--- src/sv/isle_pkg.sv ---
package isle_pkg;

	typedef enum logic [3:0] {
		MODE_PUSH       = 4'd0,
		MODE_APPEND     = 4'd1,
		MODE_INSERT_AT  = 4'd2,
		MODE_POP        = 4'd3,
		MODE_REMOVE_END = 4'd4,
		MODE_REMOVE_AT  = 4'd5,
		MODE_READ_AT    = 4'd6,
		MODE_SWAP       = 4'd7,
		MODE_CLEAR      = 4'd8,
		MODE_PEEK       = 4'd9
	} mode_t;

	typedef enum logic [2:0] {
		ST_OK    = 3'd0,
		ST_EMPTY = 3'd1,
		ST_RANGE = 3'd2,
		ST_FULL  = 3'd3,
		ST_SWAP  = 3'd4
	} status_t;

	// What every cell of the row does at a clock edge
	typedef enum logic [1:0] {
		OP_HOLD,
		OP_INS,
		OP_DEL,
		OP_SWP
	} cell_op_t;

	typedef struct packed {
		cell_op_t op;
		logic     rd_en;
	} ctrl_t;

endpackage

--- src/sv/isle_ctrl.sv ---
module isle_ctrl #(
	parameter int DEPTH = 64,
	parameter int IDX_W = 7
) (
	input  logic                 go,
	input  logic [3:0]           mode,
	input  logic [IDX_W-1:0]     index,
	input  logic [IDX_W-1:0]     second_index,
	input  logic [IDX_W-1:0]     cnt,
	output isle_pkg::ctrl_t      ctrl,
	output isle_pkg::status_t    status,
	output logic [IDX_W-1:0]     pos,
	output logic [IDX_W-1:0]     pos2,
	output logic [IDX_W-1:0]     cnt_next
);
	import isle_pkg::*;

	localparam logic [IDX_W-1:0] FULL_CNT = IDX_W'(DEPTH);
	localparam logic [IDX_W-1:0] ONE      = IDX_W'(1);

	logic full;
	logic empty;

	assign full  = (cnt >= FULL_CNT);
	assign empty = (cnt == '0);

	always_comb begin
		ctrl.op    = OP_HOLD;
		ctrl.rd_en = 1'b0;
		status     = ST_OK;
		pos        = index;
		pos2       = second_index;
		cnt_next   = cnt;
		case (mode_t'(mode))
			MODE_PUSH: begin
				pos = '0;
				if (full) begin
					status = ST_FULL;
				end else begin
					ctrl.op  = OP_INS;
					cnt_next = cnt + ONE;
				end
			end
			MODE_APPEND: begin
				pos = cnt;
				if (full) begin
					status = ST_FULL;
				end else begin
					ctrl.op  = OP_INS;
					cnt_next = cnt + ONE;
				end
			end
			MODE_INSERT_AT: begin
				if (index > cnt) begin
					status = ST_RANGE;
				end else if (full) begin
					status = ST_FULL;
				end else begin
					ctrl.op  = OP_INS;
					cnt_next = cnt + ONE;
				end
			end
			MODE_POP: begin
				pos = '0;
				if (empty) begin
					status = ST_EMPTY;
				end else begin
					ctrl.op    = OP_DEL;
					ctrl.rd_en = 1'b1;
					cnt_next   = cnt - ONE;
				end
			end
			MODE_REMOVE_END: begin
				pos = cnt - ONE;
				if (empty) begin
					status = ST_EMPTY;
				end else begin
					ctrl.op    = OP_DEL;
					ctrl.rd_en = 1'b1;
					cnt_next   = cnt - ONE;
				end
			end
			MODE_REMOVE_AT: begin
				if (index >= cnt) begin
					status = ST_RANGE;
				end else begin
					ctrl.op    = OP_DEL;
					ctrl.rd_en = 1'b1;
					cnt_next   = cnt - ONE;
				end
			end
			MODE_READ_AT: begin
				if (index >= cnt) begin
					status = ST_RANGE;
				end else begin
					ctrl.rd_en = 1'b1;
				end
			end
			MODE_SWAP: begin
				if (index >= cnt || second_index >= cnt || index == second_index) begin
					status = ST_SWAP;
				end else begin
					ctrl.op = OP_SWP;
				end
			end
			MODE_CLEAR: begin
				cnt_next = '0;
			end
			MODE_PEEK: begin
				pos = '0;
				if (empty) begin
					status = ST_EMPTY;
				end else begin
					ctrl.rd_en = 1'b1;
				end
			end
			default: begin
				ctrl.op = OP_HOLD;
			end
		endcase
		// drop all cell activity when no item is taken this cycle
		if (!go) begin
			ctrl.op = OP_HOLD;
		end
	end

endmodule
--- config.mk ---
export PLATFORM = sky130hd
export DESIGN_NAME = isle_ctrl
export DESIGN_NICKNAME = d
export VERILOG_FILES = /design/src/sv/isle_pkg.sv /design/src/sv/isle_ctrl.sv
export SDC_FILE = /design/constraint.sdc
export NUM_CORES = 1
export LEC_CHECK = 0
export BUFFER_PORTS_ARGS = -buffer_cell sky130_fd_sc_hd__buf_4
export CAP_MARGIN = 40
export CORE_MARGIN = 5
export CORE_UTILIZATION = 50
export DETAILED_ROUTE_END_ITERATION = 16
export PLACE_DENSITY = 0.93
export SYNTH_ARGS = -nofsm -noshare
export SYNTH_HDL_FRONTEND = slang
export SYNTH_SLANG_ARGS = --single-unit
--- constraint.sdc ---
create_clock -name vclk -period 2.7
set_clock_uncertainty 0.05 [all_clocks]
set_input_delay 0.135 -clock vclk [all_inputs]
set_output_delay 0.135 -clock vclk [all_outputs]
set_load 0.02 [all_outputs]
# Word-level counts from Yosys, hierarchy flattened

Index checks and enable logic that the tools add are counted.

Bits in registers: 0
Bits of input ports: 26
Output and inout bits: 27
Logic and storage cells: 47

Add/sub/neg operators: 2
Order comparisons: 4
Eq/ne operators: 10
Multiplexer cells: 22
Reductions and logical operators: 9

Operators with widths:

| kind                                                | count |
|---|---|
| case mux 7 bit (5 select lines)                     | 1 |
| two-way mux 7 bit                                   | 4 |
| case mux 7 bit (3 select lines)                     | 1 |
| equality test 4 x 3 -> 1 bit, second input constant | 4 |
| case mux 3 bit (5 select lines)                     | 1 |
| >= comparator 7 bit                                 | 2 |
| two-way mux 2 bit                                   | 6 |
| case mux 2 bit (5 select lines)                     | 1 |
| two-way mux 3 bit                                   | 3 |
| equality test 4 x 2 -> 1 bit, second input constant | 2 |
| equality test 4 bit, second input constant          | 2 |
| adder 7 x 1 -> 7 bit, second input constant         | 1 |
| equality test 7 bit                                 | 1 |
| >= comparator 7 bit, second input constant          | 1 |
| greater-than comparator 7 bit                       | 1 |
| logical NOT 7 bit                                   | 1 |
| subtractor 7 x 1 -> 7 bit, second input constant    | 1 |
| OR reduction 2 bit                                  | 3 |
| OR reduction 3 bit                                  | 2 |
| equality test 4 x 1 -> 1 bit, second input constant | 1 |
| logical NOT 4 bit                                   | 1 |
| two-way mux 1 bit                                   | 4 |
| case mux 1 bit (4 select lines)                     | 1 |
| logical OR 1 bit                                    | 2 |

# Depth between registers and ports, before layout

Gate-level depths: netlist of the first run.

Depth after elaboration: 6
Mapped depth: 9
Mapped depth without buffers: 8

# Worst setup path before layout of the first run

Ideal clock, no wire load.

Path type: input to output
From: in cnt[2]
To: out cnt_next[3]
Arrival time: 2.209 ns
Required time: 2.515 ns
Slack: 0.306 ns
Stages: 9
Buffers on the path: 1
Cell sequence: buf_2 inv_1 ha_1 a21oi_2 o21ai_2 a2111oi_2 a21bo_2 nor2b_1 o31ai_1

Cells in the longest elaborated chain, start to end: 4
Elaborated cells on any way between the ends: 11
Classes of those cells: 2 x add/sub; 3 x order compare; 5 x mux; 1 x reduce/logical

RTL lines:

| item                                                        | line                                              | text |
|---|---|---|
| start, declared                                             | isle_ctrl.sv:9                                    | `input logic [IDX_W-1:0] cnt,` |
| adder 7 x 1 -> 7 bit or >= comparator 7 bit (tied branches) | --                                                |  |
| two-way mux 7 bit                                           | isle_ctrl.sv:37, isle_ctrl.sv:46, isle_ctrl.sv:56 |  |
| two-way mux 7 bit                                           | isle_ctrl.sv:54                                   | `if (index > cnt) begin` |
| case mux 7 bit (5 select lines) (*)                         | isle_ctrl.sv:34                                   | `case (mode_t'(mode))` |
| end, declared                                               | isle_ctrl.sv:14                                   | `output logic [IDX_W-1:0] cnt_next` |

Every way passes the cells marked *; elsewhere a longest branch is shown, timed or not.

# Worst setup path after layout of the first run

From: in cnt[4]
To: out cnt_next[1]

Cells in the longest elaborated chain, start to end: 4
Elaborated cells on any way between the ends: 9
Classes of those cells: 3 x order compare; 5 x mux; 1 x reduce/logical

RTL lines:

| item                                | line                                              | text |
|---|---|---|
| >= comparator 7 bit                 | isle_ctrl.sv:24                                   | `assign full = (cnt >= FULL_CNT);` |
| two-way mux 7 bit                   | isle_ctrl.sv:37, isle_ctrl.sv:46, isle_ctrl.sv:56 |  |
| two-way mux 7 bit                   | isle_ctrl.sv:54                                   |  |
| case mux 7 bit (5 select lines) (*) | isle_ctrl.sv:34                                   |  |

Marks and branches as above.

==> results of run 1 <==
## power by group through the flow
stage / registers (mW) / logic [mW] / clock network (mW)
global route: 0 / 0.373 / 0
CTS: 0 / 0.339 / 0
global placement: 0 / 0.333 / 0
floorplan: 0 / 0.221 / 0
detailed placement: 0 / 0.338 / 0
finish: 0 / 0.341 / 0
## synth_stat cells, types with 2 or more instances
library cell,number,area (sq um)
o31ai_1,2,15.0
a31oi_1,3,18.8
inv_1,12,45.0
o21ai_0,9,45.0
a221o_1,6,60.1
nand4_1,3,18.8
a21oi_2,4,35.0
o22a_1,2,17.5
a21o_1,2,15.0
nor2_1,13,48.8
o221ai_1,2,17.5
o21ai_2,2,17.5
nand3_1,7,35.0
buf_2,4,20.0
nor2b_1,7,43.8
ha_1,17,213
a22o_1,2,17.5
nor4_1,2,12.5
xor2_1,7,61.3
nand3b_1,3,22.5
a21oi_1,10,50.1
nand2_1,19,71.3
nor3_1,10,50.1
o21a_1,3,22.5
xnor2_1,2,17.5
o22ai_1,4,25.0
buf_4,8,60.1
## how the worst max path moves through the flow
stage,slack (ns),to,from,cells past startpoint
detailed placement,0.21,cnt_next[1],cnt[2],10
CTS,0.20,cnt_next[1],cnt[2],10
finish,0.17,cnt_next[1],cnt[4],10
global route,0.07,cnt_next[1],cnt[4],10
global placement,0.26,cnt_next[1],cnt[2],10
floorplan,0.31,cnt_next[3],cnt[2],9
## metal layers
layer / routed length, um / vias to the layer above / track usage (%)
met5: 0 / - / 0
met4: 39 / 0 / 4.85
met3: 393 / 6 / 0.826
met2: 1960 / 101 / 36.1
met1: 1770 / 741 / 31.7
li1: - / 826 / -
## per-stage QoR
step                total power, mW  setup slack (ns)
global route                  0.373            0.0677
CTS                           0.339             0.202
finish                        0.341             0.173
detailed placement            0.338             0.209
global placement              0.333             0.258
floorplan                     0.221             0.306
## kinds of logic after synthesis
family	after synthesis	synth area share, %
and+or+nand+nor	74	28.7
AOI/OAI and AO/OA	68	39.2
buffers and inverters	27	10.6
adders and majority gates	17	15.7
xor gates and xnor gates	9	5.82
## final cells by class
class              instances  area share [%]
repair buffers            56            24.5
multi-input cells        168            70.5
inverters                 13            2.84
well taps                 30            2.19
## worst max-delay path: cells and delay by family
family	cells	cell delay [ns]
compound gates	6	1.55
fa+ha+maj	1	0.31
buf+inv	3	0.34
==> results.yml, run 1 <==
worst_setup_path:
  worstSetupStartpointType: "primary input"
  required_ns: 2.52
  crit_path_max_incr_delay_ns: 0.35
  end_kind: "primary output"
  worst_ep_arrival_time_ns: 2.34
  crit_path_max_fanout: 8
  crit_type: "in -> out"
  crit_slowest_cell: "a221o_1"
  crit_chain: "buf_4 -> inv_1 -> ha_1 -> a21oi_1 -> o21ai_4 -> a21oi_2 -> o311ai_2 -> a221o_1 -> a221o_1 -> buf_4"
clock_network:
  ctsHoldBuffers: 0
  ctsResizeCount: 0
  cts_setup_buffers: 0
sta:
  timing.setup.tns_ns: 0
  hold_viol: 0
  fmax_mhz: 396
  slew_headroom_pct: 59.3
  tightestPinTransition_ns: 0.611
  fin_crit_ns: 2.53
  rsz0062_at_grt: "no"
  hold_slack_ns: 0.443
  setup_viol: 0
  finalCritPeriodShare_pct: 93.6
  slew_violations: 0
finish:
  final_cell_mix: "buf_4 (56), nand2_1 (19), ha_1 (17)"
  seq_cells: 0
  multi_input_area_sq_um: 1210
  nClkBuffers: 0
  final_util_pct: 68.1
  nFillCells: 229
  final_layout_size_suffix_gt1_share_pct: 30.4
  area_growth_pct: 26.8
  num-nets-final: 282
  finalInstanceArea_sq_um: 1720
  regArea_sq_um: 0
  final_common_cell: "buf_4"
  antenna_cells: 0
  fin_cells: 267
yosys:
  ys_seq_area_share_pct: 0
  synth_area_sq_um: 1350
  yosysWarnings: 0
  synth.distinct_cells: 57
  synth_nets: 238
  netlist_instances: 195
  syn_avg_cell_area_sq_um: 6.94
grt:
  grt_antenna_before_repair: 0
  grt_pass1_vias: 1498
  grt_max_degree: 18
  grt_use_total_pct: 22.0
  grt.overflow.total: 0
  grt_pass1_wl_um: 6690
route:
  dr.pass1.iters: 5
  drc_errors: 0
  drt_wl_total_um: 4160
  ant_nets: 0
  post_drt_wl_per_cell_um: 15.6
  drtIter0Drc: 128
  viasPerCell: 6.27
  vias: 1674
worst_hold_path:
  min_to: "pos2[0]"
  min-delay-start: "second_index[0]"
  whs_path_depth: 2
  hold_class: "in -> out"
floorplanning:
  dieWidth_um: 62.0
  pin_count: 53
  num_rows: 18
  die_h_um: 62.0
  die-area_sq_um: 3850
  initial_core_util_pct: 53.7
  design.core.area_sq_um: 2520
placement:
  dp_hpwl_um: 3460
  placed_area_sq_um: 1720
  routabilityCongestion: 0.916
  portBuffers: 53
  place_inst: 267
pwr:
  p_leak_nw: 0.782
  power.internal_uw: 145
  switching_share_pct: 57.4
  pwr-share-seq_pct: 0
  peakVddDrop_mv: 0.114
  pwr-share-clk_pct: 0
  switching_power_uw: 196
  power.density_nw_per_um2: 199
  pwr-share-comb_pct: 100.0
outcome:
  status: "completed"
run:
  maxCapViolCount: 0
No activity file was read; power rests on OpenSTA's default activity.
==> inputs of run 2 (changes only) <==
- SETUP_SLACK_MARGIN: not set -> 0.5
==> results.yml, run 2 (synthesized netlist as in run 1, its figures left out) <==
outcome:
  status: "completed"
sta:
  fmax_mhz: 444
  rsz0062_at_grt: "yes"
  tightestPinTransition_ns: 0.641
  timing.setup.tns_ns: 0
  hold_viol: 0
  slew_headroom_pct: 57.3
  slew_violations: 0
  fin_crit_ns: 2.25
  finalCritPeriodShare_pct: 83.5
  setup_viol: 0
run:
  maxCapViolCount: 0
route:
  vias: 1944
  drc_errors: 0
  post_drt_wl_per_cell_um: 20.4
  drt_wl_total_um: 5680
  dr.pass1.iters: 6
  ant_nets: 0
  drtIter0Drc: 192
  viasPerCell: 6.99
grt:
  grt_antenna_before_repair: 0
  grt_pass1_vias: 1854
  grt_max_degree: 18
  grt_pass1_wl_um: 8640
  grt_use_total_pct: 29.7
  grt.overflow.total: 0
finish:
  num-nets-final: 293
  regArea_sq_um: 0
  finalInstanceArea_sq_um: 2110
  area_growth_pct: 55.8
  antenna_cells: 0
  final_util_pct: 83.6
  seq_cells: 0
  final_cell_mix: "buf_4 (56), nand2_1 (18), nor2_1 (12)"
  final_common_cell: "buf_4"
  fin_cells: 278
  final_layout_size_suffix_gt1_share_pct: 41.1
  nClkBuffers: 0
worst_setup_path:
  worstSetupStartpointType: "primary input"
  cp_top_family: "compound AO/OA/AOI/OAI gates"
  worst_ep_arrival_time_ns: 2.07
  crit_path_max_fanout: 5
  crit_slowest_cell: "a221o_1"
  crit_chain: "buf_12 -> inv_8 -> ha_4 -> nand2_4 -> o21ai_4 -> o221ai_2 -> and2_4 -> a221o_1 -> a221o_1 -> buf_6"
  crit_cells: 10
  crit_path_max_incr_delay_ns: 0.34
  required_ns: 2.52
  end_kind: "primary output"
  crit_top_cell: "a221o_1"
  crit_buf_inv: 3
  crit_type: "in -> out"
floorplanning:
  die-area_sq_um: 3850
  die_h_um: 62.0
  initial_core_util_pct: 53.7
  pin_count: 53
  design.core.area_sq_um: 2520
  dieWidth_um: 62.0
  num_rows: 18
pwr:
  p_total_uw: 448
  power.density_nw_per_um2: 213
  p_leak_nw: 0.892
  peakVddDrop_mv: 0.150
placement:
  dp_hpwl_um: 3580
  placed_area_sq_um: 1740
  place_inst: 265
  portBuffers: 53
  routabilityCongestion: 0.955
worst_hold_path:
  whs_path_depth: 2
  hold_class: "in -> out"
clock_network:
  ctsHoldBuffers: 0
run 2: cell type report:
class	count	area, sq um
Tap cell	30	37.5
Fill cell	146	413
Multi-Input combinational cell	168	1410
Timing Repair Buffer	67	592
Inverter	13	73.8
run 2: per-stage QoR:
stage          setup slack (ns)  hold slack, ns
2_1_floorplan             0.506           0.333
3_3_place_gp              0.257           0.445
3_5_place_dp              0.193           0.447
4_1_cts                   0.492           0.447
5_1_grt                   0.425           0.455
6_report                  0.446           0.446
run 2: path summary, 6_finish.rpt:
check | startpoint | end | slack, ns
worst max-delay path | cnt[6] | cnt_next[1] | 0.45
worst min-delay path | second_index[0] | pos2[0] | 0.45
run 2: routing by layer:
metal / vias to the layer above / global-route usage (%) / part of all wire [%]
met5: - / 0 / 0
met4: 0 / 13.6 / 5.2
met3: 46 / 2.48 / 12
met2: 173 / 53.3 / 47
met1: 870 / 35.4 / 36
li1: 855 / - / -
run 2: power breakdown:
part	internal, mW	switching (mW)
combinational	0.202	0.247
clock	0	0
sequential	0	0
total	0.202	0.247
run 2: timing repair:
item,4_1_cts,5_1_grt
setup buffers,12,1
endpoints found under the setup margin,7,6
pin swaps,16,8
gates resized for setup,54,4
