## src/sv/isle_pkg.sv

```systemverilog
package isle_pkg;

	typedef enum logic [3:0] {
		MODE_PUSH       = 4'd0,
		MODE_APPEND     = 4'd1,
		MODE_INSERT_AT  = 4'd2,
		MODE_POP        = 4'd3,
		MODE_REMOVE_END = 4'd4,
		MODE_REMOVE_AT  = 4'd5,
		MODE_READ_AT    = 4'd6,
		MODE_SWAP       = 4'd7,
		MODE_CLEAR      = 4'd8,
		MODE_PEEK       = 4'd9
	} mode_t;

	typedef enum logic [2:0] {
		ST_OK    = 3'd0,
		ST_EMPTY = 3'd1,
		ST_RANGE = 3'd2,
		ST_FULL  = 3'd3,
		ST_SWAP  = 3'd4
	} status_t;

	// What every cell of the row does at a clock edge
	typedef enum logic [1:0] {
		OP_HOLD,
		OP_INS,
		OP_DEL,
		OP_SWP
	} cell_op_t;

	typedef struct packed {
		cell_op_t op;
		logic     rd_en;
	} ctrl_t;

endpackage

```

## src/sv/isle_cell.sv

```systemverilog
module isle_cell #(
	parameter int DATA_WIDTH = 32,
	parameter int IDX_W      = 7,
	parameter int POS        = 0
) (
	input  logic                  clk,
	input  isle_pkg::ctrl_t       ctrl,
	input  logic [IDX_W-1:0]      pos,
	input  logic [IDX_W-1:0]      pos2,
	input  logic [DATA_WIDTH-1:0] value,
	input  logic [DATA_WIDTH-1:0] bus_a,
	input  logic [DATA_WIDTH-1:0] bus_b,
	input  logic [DATA_WIDTH-1:0] up_data,
	input  logic [DATA_WIDTH-1:0] dn_data,
	output logic [DATA_WIDTH-1:0] data,
	output logic [DATA_WIDTH-1:0] tap_a,
	output logic [DATA_WIDTH-1:0] tap_b
);
	import isle_pkg::*;

	localparam logic [IDX_W-1:0] MY_POS = IDX_W'(POS);

	logic [DATA_WIDTH-1:0] data_q;
	logic                  hit_a;
	logic                  hit_b;
	logic                  below_a;

	assign hit_a   = (pos == MY_POS);
	assign hit_b   = (pos2 == MY_POS);
	assign below_a = (MY_POS > pos);

	assign data  = data_q;
	assign tap_a = hit_a ? data_q : '0;
	assign tap_b = hit_b ? data_q : '0;

	always_ff @(posedge clk) begin
		case (ctrl.op)
			OP_INS: begin
				// open a gap at pos: cells below take their upper neighbor
				if (below_a) begin
					data_q <= up_data;
				end else if (hit_a) begin
					data_q <= value;
				end
			end
			OP_DEL: begin
				// close the gap: cells from pos down take their lower neighbor
				if (below_a || hit_a) begin
					data_q <= dn_data;
				end
			end
			OP_SWP: begin
				if (hit_a) begin
					data_q <= bus_b;
				end else if (hit_b) begin
					data_q <= bus_a;
				end
			end
			default: begin
				data_q <= data_q;
			end
		endcase
	end

endmodule

```

## config.mk

```make
export PLATFORM = sky130hd
export DESIGN_NAME = isle_cell
export DESIGN_NICKNAME = d
export VERILOG_FILES = /design/src/sv/isle_pkg.sv /design/src/sv/isle_cell.sv
export SDC_FILE = /design/constraint.sdc
export NUM_CORES = 1
export LEC_CHECK = 0
export ABC_AREA = 1
export BUFFER_PORTS_ARGS = -buffer_cell sky130_fd_sc_hd__buf_2
export CAP_MARGIN = 10
export CELL_PAD_IN_SITES_DETAIL_PLACEMENT = 0
export CELL_PAD_IN_SITES_GLOBAL_PLACEMENT = 1
export CORE_MARGIN = 2
export CORE_UTILIZATION = 26
export CTS_BUF_LIST = sky130_fd_sc_hd__clkbuf_16
export CTS_CLUSTER_SIZE = 14
export DETAILED_ROUTE_END_ITERATION = 12
export GPL_ROUTABILITY_DRIVEN = 1
export PLACE_DENSITY_LB_ADDON = 0.1
export SETUP_SLACK_MARGIN = 0.4
export SLEW_MARGIN = 20
export SYNTH_ARGS = -nofsm -noshare
export SYNTH_HDL_FRONTEND = slang
export SYNTH_SLANG_ARGS = --single-unit
export TNS_END_PERCENT = 5
```

## constraint.sdc

```tcl
create_clock -name clk -period 10.4 [get_ports clk]
set_input_delay 1.56 -clock clk [delete_from_list [all_inputs] [get_ports clk]]
set_output_delay 1.56 -clock clk [all_outputs]
set_load 0.01 [all_outputs]
```

# ---- Yosys cells after proc, flatten, opt, wreduce, memory -nomap -nowiden
# Index checks and enable logic that the tools add are counted.
dict set report word_totals {
  ff_bits 32
  latchBits 0
  ramBits 0
  rom_bits 0
  in_bits 178
  memories 0
}
dict set report classes {
  n_addsub 0
  mul 0
  div 0
  order_cmp 1
  eq_ne 6
  shift 0
  muxes 8
  n_bitwise 0
  reduce_logical 5
}
# operator count
set ops {}
lappend ops {{2-to-1 mux 32 bit} 7}
lappend ops {{case mux 32 bit (3 select lines)} 1}
lappend ops {{zero test 7 bit} 2}
lappend ops {{> comparator 1 x 7 -> 1 bit, first input constant} 1}
lappend ops {{!= test 3 bit, second input constant} 2}
lappend ops {{equality test 2 bit, second input constant} 2}
lappend ops {{AND reduction 4 bit} 1}
lappend ops {{nonzero test 3 bit} 1}
lappend ops {{equality test 2 x 1 -> 1 bit, second input constant} 1}
lappend ops {{!= test 2 bit, second input constant} 1}
lappend ops {{logical OR 1 bit} 1}

# ---- Longest topological paths before layout
# Gate-level depths: netlist (run 1).
dict set report depth {
  depth_word 4
  mapped_depth 7
  depth_no_buf 6
}

# ---- Worst setup path after synthesis (run 1)
# No wires, ideal clock.
dict set report synth_timing {
  kind {in2reg}
  startpoint {in pos2[0]}
  endpoint {reg data_q[0] (netlist: data[0]), enable pin}
  setup_ps 466
  arrival_ps 4152
  required_time_ps 9934
  path_slack_ps 5782
  path_stages 5
  n_path_buf 0
  cell_sequence {nor2_1 > nand2_1 > nor2_1 > inv_1 > o21ai_0}
}
dict set report synth_via {
  elab_chain_len 3
}
# element line
set synth_lines {}
lappend synth_lines {{start: declaration} isle_cell.sv:9} ;# input logic [IDX_W-1:0] pos2,
lappend synth_lines {{zero test 7 bit} isle_cell.sv:29} ;# assign hit_b = (pos2 == MY_POS);
lappend synth_lines {{!= test 3 bit (no source line)} -}
lappend synth_lines {{AND reduction 4 bit (no source line)} -}
lappend synth_lines {{end signal: assignment} isle_cell.sv:41} ;# data_q <= up_data;
lappend synth_lines {{end signal: assignment} isle_cell.sv:43} ;# data_q <= value;
lappend synth_lines {{end signal: assignment} isle_cell.sv:49} ;# data_q <= dn_data;
lappend synth_lines {{end: declaration} isle_cell.sv:23} ;# logic [DATA_WIDTH-1:0] data_q;
# Every way passes these cells.
# A chain may end at the register's enable or synchronous reset.

# ---- Final worst setup path (run 1)
dict set report layout_timing {
  startpoint {in pos[1]}
  endpoint {out tap_a[0]}
}
dict set report layout_via {
  elab_chain_len 2
}
# element line
set layout_lines {}
lappend layout_lines {{start: declaration} isle_cell.sv:8} ;# input logic [IDX_W-1:0] pos,
lappend layout_lines {{zero test 7 bit} isle_cell.sv:28} ;# assign hit_a = (pos == MY_POS);
lappend layout_lines {{2-to-1 mux 32 bit} isle_cell.sv:33} ;# assign tap_a = hit_a ? data_q : '0;
lappend layout_lines {{end: declaration} isle_cell.sv:16} ;# output logic [DATA_WIDTH-1:0] tap_a,
# Every way passes these cells.

==> flow_summary.yaml, run 1 <==
placed_design:
  port_buffers: 240
  hpwlAfterDp_mm: 8.28
  place_congestion: 0.729
  place_ws_ns: 5.47
synth:
  ys_types: 15
  yosysWarnings: 0
  synth_seq_cells: 32
  ys_top_cells_by_area: "edfxtp_1, inv_1, nand3_1, nor2_2, o21ai_0"
  netlist_area_sq_um: 3130
  yosys.area.top_type: "edfxtp_1"
  ys_seq_area_frac: 0.307
  syn-instance-count: 505
  syn-mean-instance-area_sq_um: 6.19
  netlist.area_leader.share: 0.307
  synth_nets: 683
worst_setup_path:
  cpMaxStageDelayCell: "inv_2"
  end_kind: "primary output"
  cp-start-kind: "input port"
  cp_cell_sequence: "buf_2, nor2_2, nand2_2, nor2_2, inv_2, nor2_1, buf_2"
  crit_fanout: 33
  required_ns: 8.84
  cp.arrival_ns: 3.31
  crit_type: "in -> out"
  crit_path_max_incr_delay_ns: 0.70
detailed_routing:
  vias_per_cell: 4.24
  first_pass_iters: 4
  vias: 3695
  drt-total-wl_mm: 11.5
  drcViolationCount: 0
  detail-route-antenna-nets: 0
  drt-wirelength-per-cell_microns: 13.3
  drtIter0Drc: 126
sta:
  min_period_ns: 4.87
  fin_ws_ns: 5.53
  whs_ns: 1.66
  relSlewSlack: 0.386
  max_freq_mhz: 205
  hold_viol_final: 0
  slew_viol_final: 0
  finalCritPeriodShare: 0.468
  worstMarginPinSlew_ns: 0.920
  setup_violations: 0
  setup_tns_ns: 0
  rsz0062_at_grt: "false"
clocking:
  hold_buffers: 0
  clock-sinks: 32
  cts_htree_levels: 2
  cts_buffer_depth: 2
  clkTransAtPathRegs_ns: 0.05
  post_cts_resized: 0
  cts_tree: "done"
  cts-root-buf: "clkbuf_16"
  numCtsBuffers: 5
  cts_setup_buffers: 0
job:
  maxCapViolations: 0
floorplanning:
  start_util: 0.264
  rows: 40
  die-area_sq_um: 12900
  die_h_microns: 114
  io_pins: 274
  coreArea_sq_um: 11900
  fp.dieW_microns: 114
global_routing:
  gr-total-overflow: 0
  first_global_vias: 3410
  grt_antenna_before_repair: 0
  grt_first_pass_wirelength_mm: 17.2
  grt_max_degree: 67
  grt_usage: 0.170
min_path:
  holdPathStages: 5
  hold_start: "bus_a[21]"
  hold_path_class: "in -> reg"
  whs_endpoint: "data[21]$_DFFE_PP_"
layout:
  syn2layout_area_growth_pct: 43.6
  drive_gt1_frac: 0.402
  largest_reg_flops: 32
  layout.nets: 904
  fillers: 1343
  diodes: 0
power_and_ir_drop:
  p_leak_nw: 2.75
  peakVddDrop_mv: 0.0477
  power_density_nw_per_um2: 79.1
status:
  status: "finished clean"
==> final cells by class <==
cell class / instances / area [sq um] / share of cell area
Timing Repair Buffer: 245 / 1260 / 0.280
Sequential cell: 32 / 961 / 0.214
Tap cell: 147 / 184 / 0.0410
Multi-Input combinational cell: 273 / 1330 / 0.295
Inverter: 169 / 634 / 0.141
Clock buffer: 5 / 125 / 0.0279
==> per-layer routing <==
metal  track usage  vias up  share of wire
li1              -     1952              -
met1         0.203     1581           0.42
met2         0.309      154           0.49
met3        0.0356        8          0.074
met4        0.0480        0          0.013
met5             0        -              0
==> worst max-delay path, delay by kind of cell <==
kind,cells,cell delay [ns]
simple gates,4,0.76
buf+inv,3,0.97
==> worst max path at each step <==
stage	endpoint	start	slack [ns]
2_1_floorplan	data[0]$_DFFE_PP_	pos2[0]	5.78
3_3_place_gp	tap_a[24]	pos[1]	5.50
3_5_place_dp	tap_a[0]	pos[1]	5.47
4_1_cts	tap_a[0]	pos[1]	5.47
5_1_grt	tap_a[0]	pos[1]	5.36
6_report	tap_a[0]	pos[1]	5.53
==> Yosys cell counts <==
library cell / instances
nand2_1: 36
inv_2: 4
nand3_1: 96
o21ai_0: 36
nand2_2: 2
buf_2: 12
o21ai_1: 30
edfxtp_1: 32
buf_6: 6
buf_4: 10
clkbuf_1: 2
nor2_2: 33
nor2_1: 40
inv_1: 165
clkbuf_2: 1
==> cell usage in the layout (no fill, tap or decap), types with 5 or more instances in the layout <==
master / netlist / layout
buf_2: 12 / 240
clkbuf_16: 0 / 5
edfxtp_1: 32 / 32
inv_1: 165 / 164
inv_2: 4 / 5
nand2_1: 36 / 36
nand3_1: 96 / 96
nor2_1: 40 / 40
nor2_2: 33 / 33
o21ai_0: 36 / 35
o21ai_1: 30 / 30
==> metrics by stage <==
| step | total power (W) | cells | utilization | cell area, sq um |
|---|---|---|---|---|
| 5_1_grt | 0.000376 | 871 | 0.378 | 4490 |
| 3_5_place_dp | 0.000224 | 866 | 0.368 | 4360 |
| 4_1_cts | 0.000362 | 871 | 0.378 | 4490 |
| 2_1_floorplan | 0.000189 | 505 | - | 3130 |
| 3_3_place_gp | 0.000223 | 865 | 0.366 | 4340 |
| 6_report | 0.000355 | 871 | 0.378 | 4490 |
==> power by group <==
part | leakage, nW | switching (W) | total, W | internal (W)
Clock | 0.0616 | 0.0000498 | 0.000134 | 0.0000844
Combinational | 2.41 | 0.0000411 | 0.0000757 | 0.0000346
Sequential | 0.277 | 0.000000525 | 0.000145 | 0.000145
Total | 2.75 | 0.0000914 | 0.000355 | 0.000264
==> cells by family after synthesis <==
group / Yosys count / share of synthesized area
buffers and inverters: 200 / 0.272
AO/OA/AOI/OAI: 66 / 0.106
AND/OR/NAND/NOR: 207 / 0.315
flip-flops: 32 / 0.307
Note: power is estimated with default switching activity, not from simulation.
==> run 2, diff against run 1 <==
- CORE_UTILIZATION: 26 -> 21
- clock period: 10.4 -> 4 ns (I/O delays scaled with it)
==> run 2 against run 1 <==
Compared with the run above:
- non-clock buffer count unchanged
- utilization down 6.6 points
- final cell count up 4.8%
- die area up 23%
- flip-flop and latch count unchanged
- hold slack worse by 0.95 ns
- clock power rose to 2.7 times the previous value
- combinational power rose to 2.6 times the previous value
- worst setup slack worse by 4.0 ns
- first-iteration DRC count down 25%
- sequential power rose to 2.6 times the previous value
- sequential share of layout area down 0.22 points
- critical endpoint is now tap_b[23]
- highest routed layer unchanged
==> flow_summary.yaml, run 2 (synthesis gave the netlist of run 1 again) <==
sta:
  worstMarginPinSlew_ns: 0.922
  slew_viol_final: 0
  hold_viol_final: 0
  rsz0062_at_grt: "false"
  setup_violations: 0
  setup_tns_ns: 0
  max_freq_mhz: 400
  relSlewSlack: 0.385
  whs_ns: 0.701
  finalCritPeriodShare: 0.625
  min_period_ns: 2.50
worst_setup_path:
  crit_fanout: 18
  crit_type: "in -> out"
  cp_cell_sequence: "buf_2, nor2_1, nand2_1, nor2_1, inv_1, buf_4, nor2_1, buf_2"
  cp.arrival_ns: 1.90
  cpMaxStageDelayCell: "inv_1"
  critical_path.startpoint: "pos2[0]"
  cp_top_family: "buffers and inverters"
  critPathMostFrequentCell: "nor2_1"
  worst-path-stages: 8
  crit_buf_inv: 4
  end_kind: "primary output"
  crit_path_max_incr_delay_ns: 0.50
  required_ns: 3.40
  cp-start-kind: "input port"
  cp-endpoint: "tap_b[23]"
placed_design:
  port_buffers: 240
  dp.cells: 903
  hpwlAfterDp_mm: 9.04
  place_congestion: 0.742
layout:
  syn2layout_area_growth_pct: 45.2
  largest_reg_flops: 32
  layout_common_cells: "buf_2, inv_1, nand3_1, nor2_1, nand2_1"
  drive_gt1_frac: 0.400
  layout_commonest_cell: "buf_2"
  layout.nets: 904
  layout.cells.non_filler: 913
clocking:
  cts_htree_levels: 2
  cts_buffer_depth: 2
  clock-sinks: 32
  post_cts_resized: 0
  cts_setup_buffers: 0
  numCtsBuffers: 5
  hold_buffers: 0
  clkTransAtPathRegs_ns: 0.05
  cts_tree: "done"
  cts-root-buf: "clkbuf_16"
global_routing:
  first_global_vias: 3759
  grt_first_pass_wirelength_mm: 19.0
  gr-total-overflow: 0
  grt_usage: 0.151
  grt_max_degree: 66
  grt_antenna_before_repair: 2
floorplanning:
  start_util: 0.215
  fp.dieW_microns: 126
  die-area_sq_um: 15900
  rows: 44
  io_pins: 274
  coreArea_sq_um: 14500
  die_h_microns: 126
detailed_routing:
  drt-wirelength-per-cell_microns: 13.5
  detail-route-antenna-nets: 0
  first_pass_iters: 4
  drcViolationCount: 0
  drt-total-wl_mm: 12.3
  drtIter0Drc: 94
  vias: 3731
  vias_per_cell: 4.09
power_and_ir_drop:
  peakVddDrop_mv: 0.110
  power_density_nw_per_um2: 208
  p_leak_nw: 2.76
min_path:
  hold_path_class: "in -> reg"
job:
  maxCapViolations: 0
status:
  status: "finished clean"
run 2: cell count changes in the layout (fill, tap and decap cells not counted):
cell      previous run  this run
diode_2              0         2
inv_1              164       166
buf_16               1         0
buf_4                4         5
clkinv_1             0         1
nor2_2              33        32
nor2_4               0         1
run 2: cell type report:
cell class	count	area (sq um)
timing repair buffer	245	1240
tap	184	230
sequential	32	961
clock buffer	5	125
multi-input combinational	273	1330
inverter	169	634
antenna	2	5.00
fill	1665	10000
clock inverter	3	11.3
run 2: layer usage:
| metal | vias up | wire length [microns] | track usage |
|---|---|---|---|
| met3 | 11 | 871 | 0.0319 |
| met5 | - | 0 | 0 |
| met2 | 155 | 5950 | 0.270 |
| met4 | 0 | 214 | 0.0394 |
| li1 | 1960 | - | - |
| met1 | 1605 | 5310 | 0.184 |
run 2: worst min path at each step:
stage / slack, ns / cells past startpoint / from / end
3_3_place_gp: 0.98 / 5 / bus_a[29] / data[29]$_DFFE_PP_
2_1_floorplan: 0.88 / 4 / bus_a[20] / data[20]$_DFFE_PP_
4_1_cts: 0.70 / 5 / bus_a[28] / data[28]$_DFFE_PP_
6_report: 0.70 / 5 / bus_a[20] / data[20]$_DFFE_PP_
3_5_place_dp: 0.99 / 5 / bus_a[23] / data[23]$_DFFE_PP_
5_1_grt: 0.73 / 5 / bus_a[14] / data[14]$_DFFE_PP_
run 2: where the power goes:
part | internal, W | switching [W] | total [W]
Combinational | 0.0000900 | 0.000109 | 0.000199
Sequential | 0.000376 | 0.00000132 | 0.000377
Clock | 0.000224 | 0.000141 | 0.000365
Total | 0.000690 | 0.000252 | 0.000941
run 2: per-stage QoR:
stage | total power [W] | utilization | area [sq um] | setup slack [ns]
floorplan | 0.000492 | - | 3130 | 1.21
global placement | 0.000585 | 0.302 | 4400 | 1.36
detailed placement | 0.000587 | 0.302 | 4400 | 1.30
CTS | 0.000960 | 0.312 | 4530 | 1.42
global route | 0.000999 | 0.312 | 4540 | 1.34
finish | 0.000941 | 0.312 | 4540 | 1.50
run 2: worst min-delay path, delay by kind of cell:
family                 cells  cell delay, ns
buffers and inverters      2            0.10
and+or+nand+nor            2            0.11
AOI/OAI and AO/OA          1            0.06
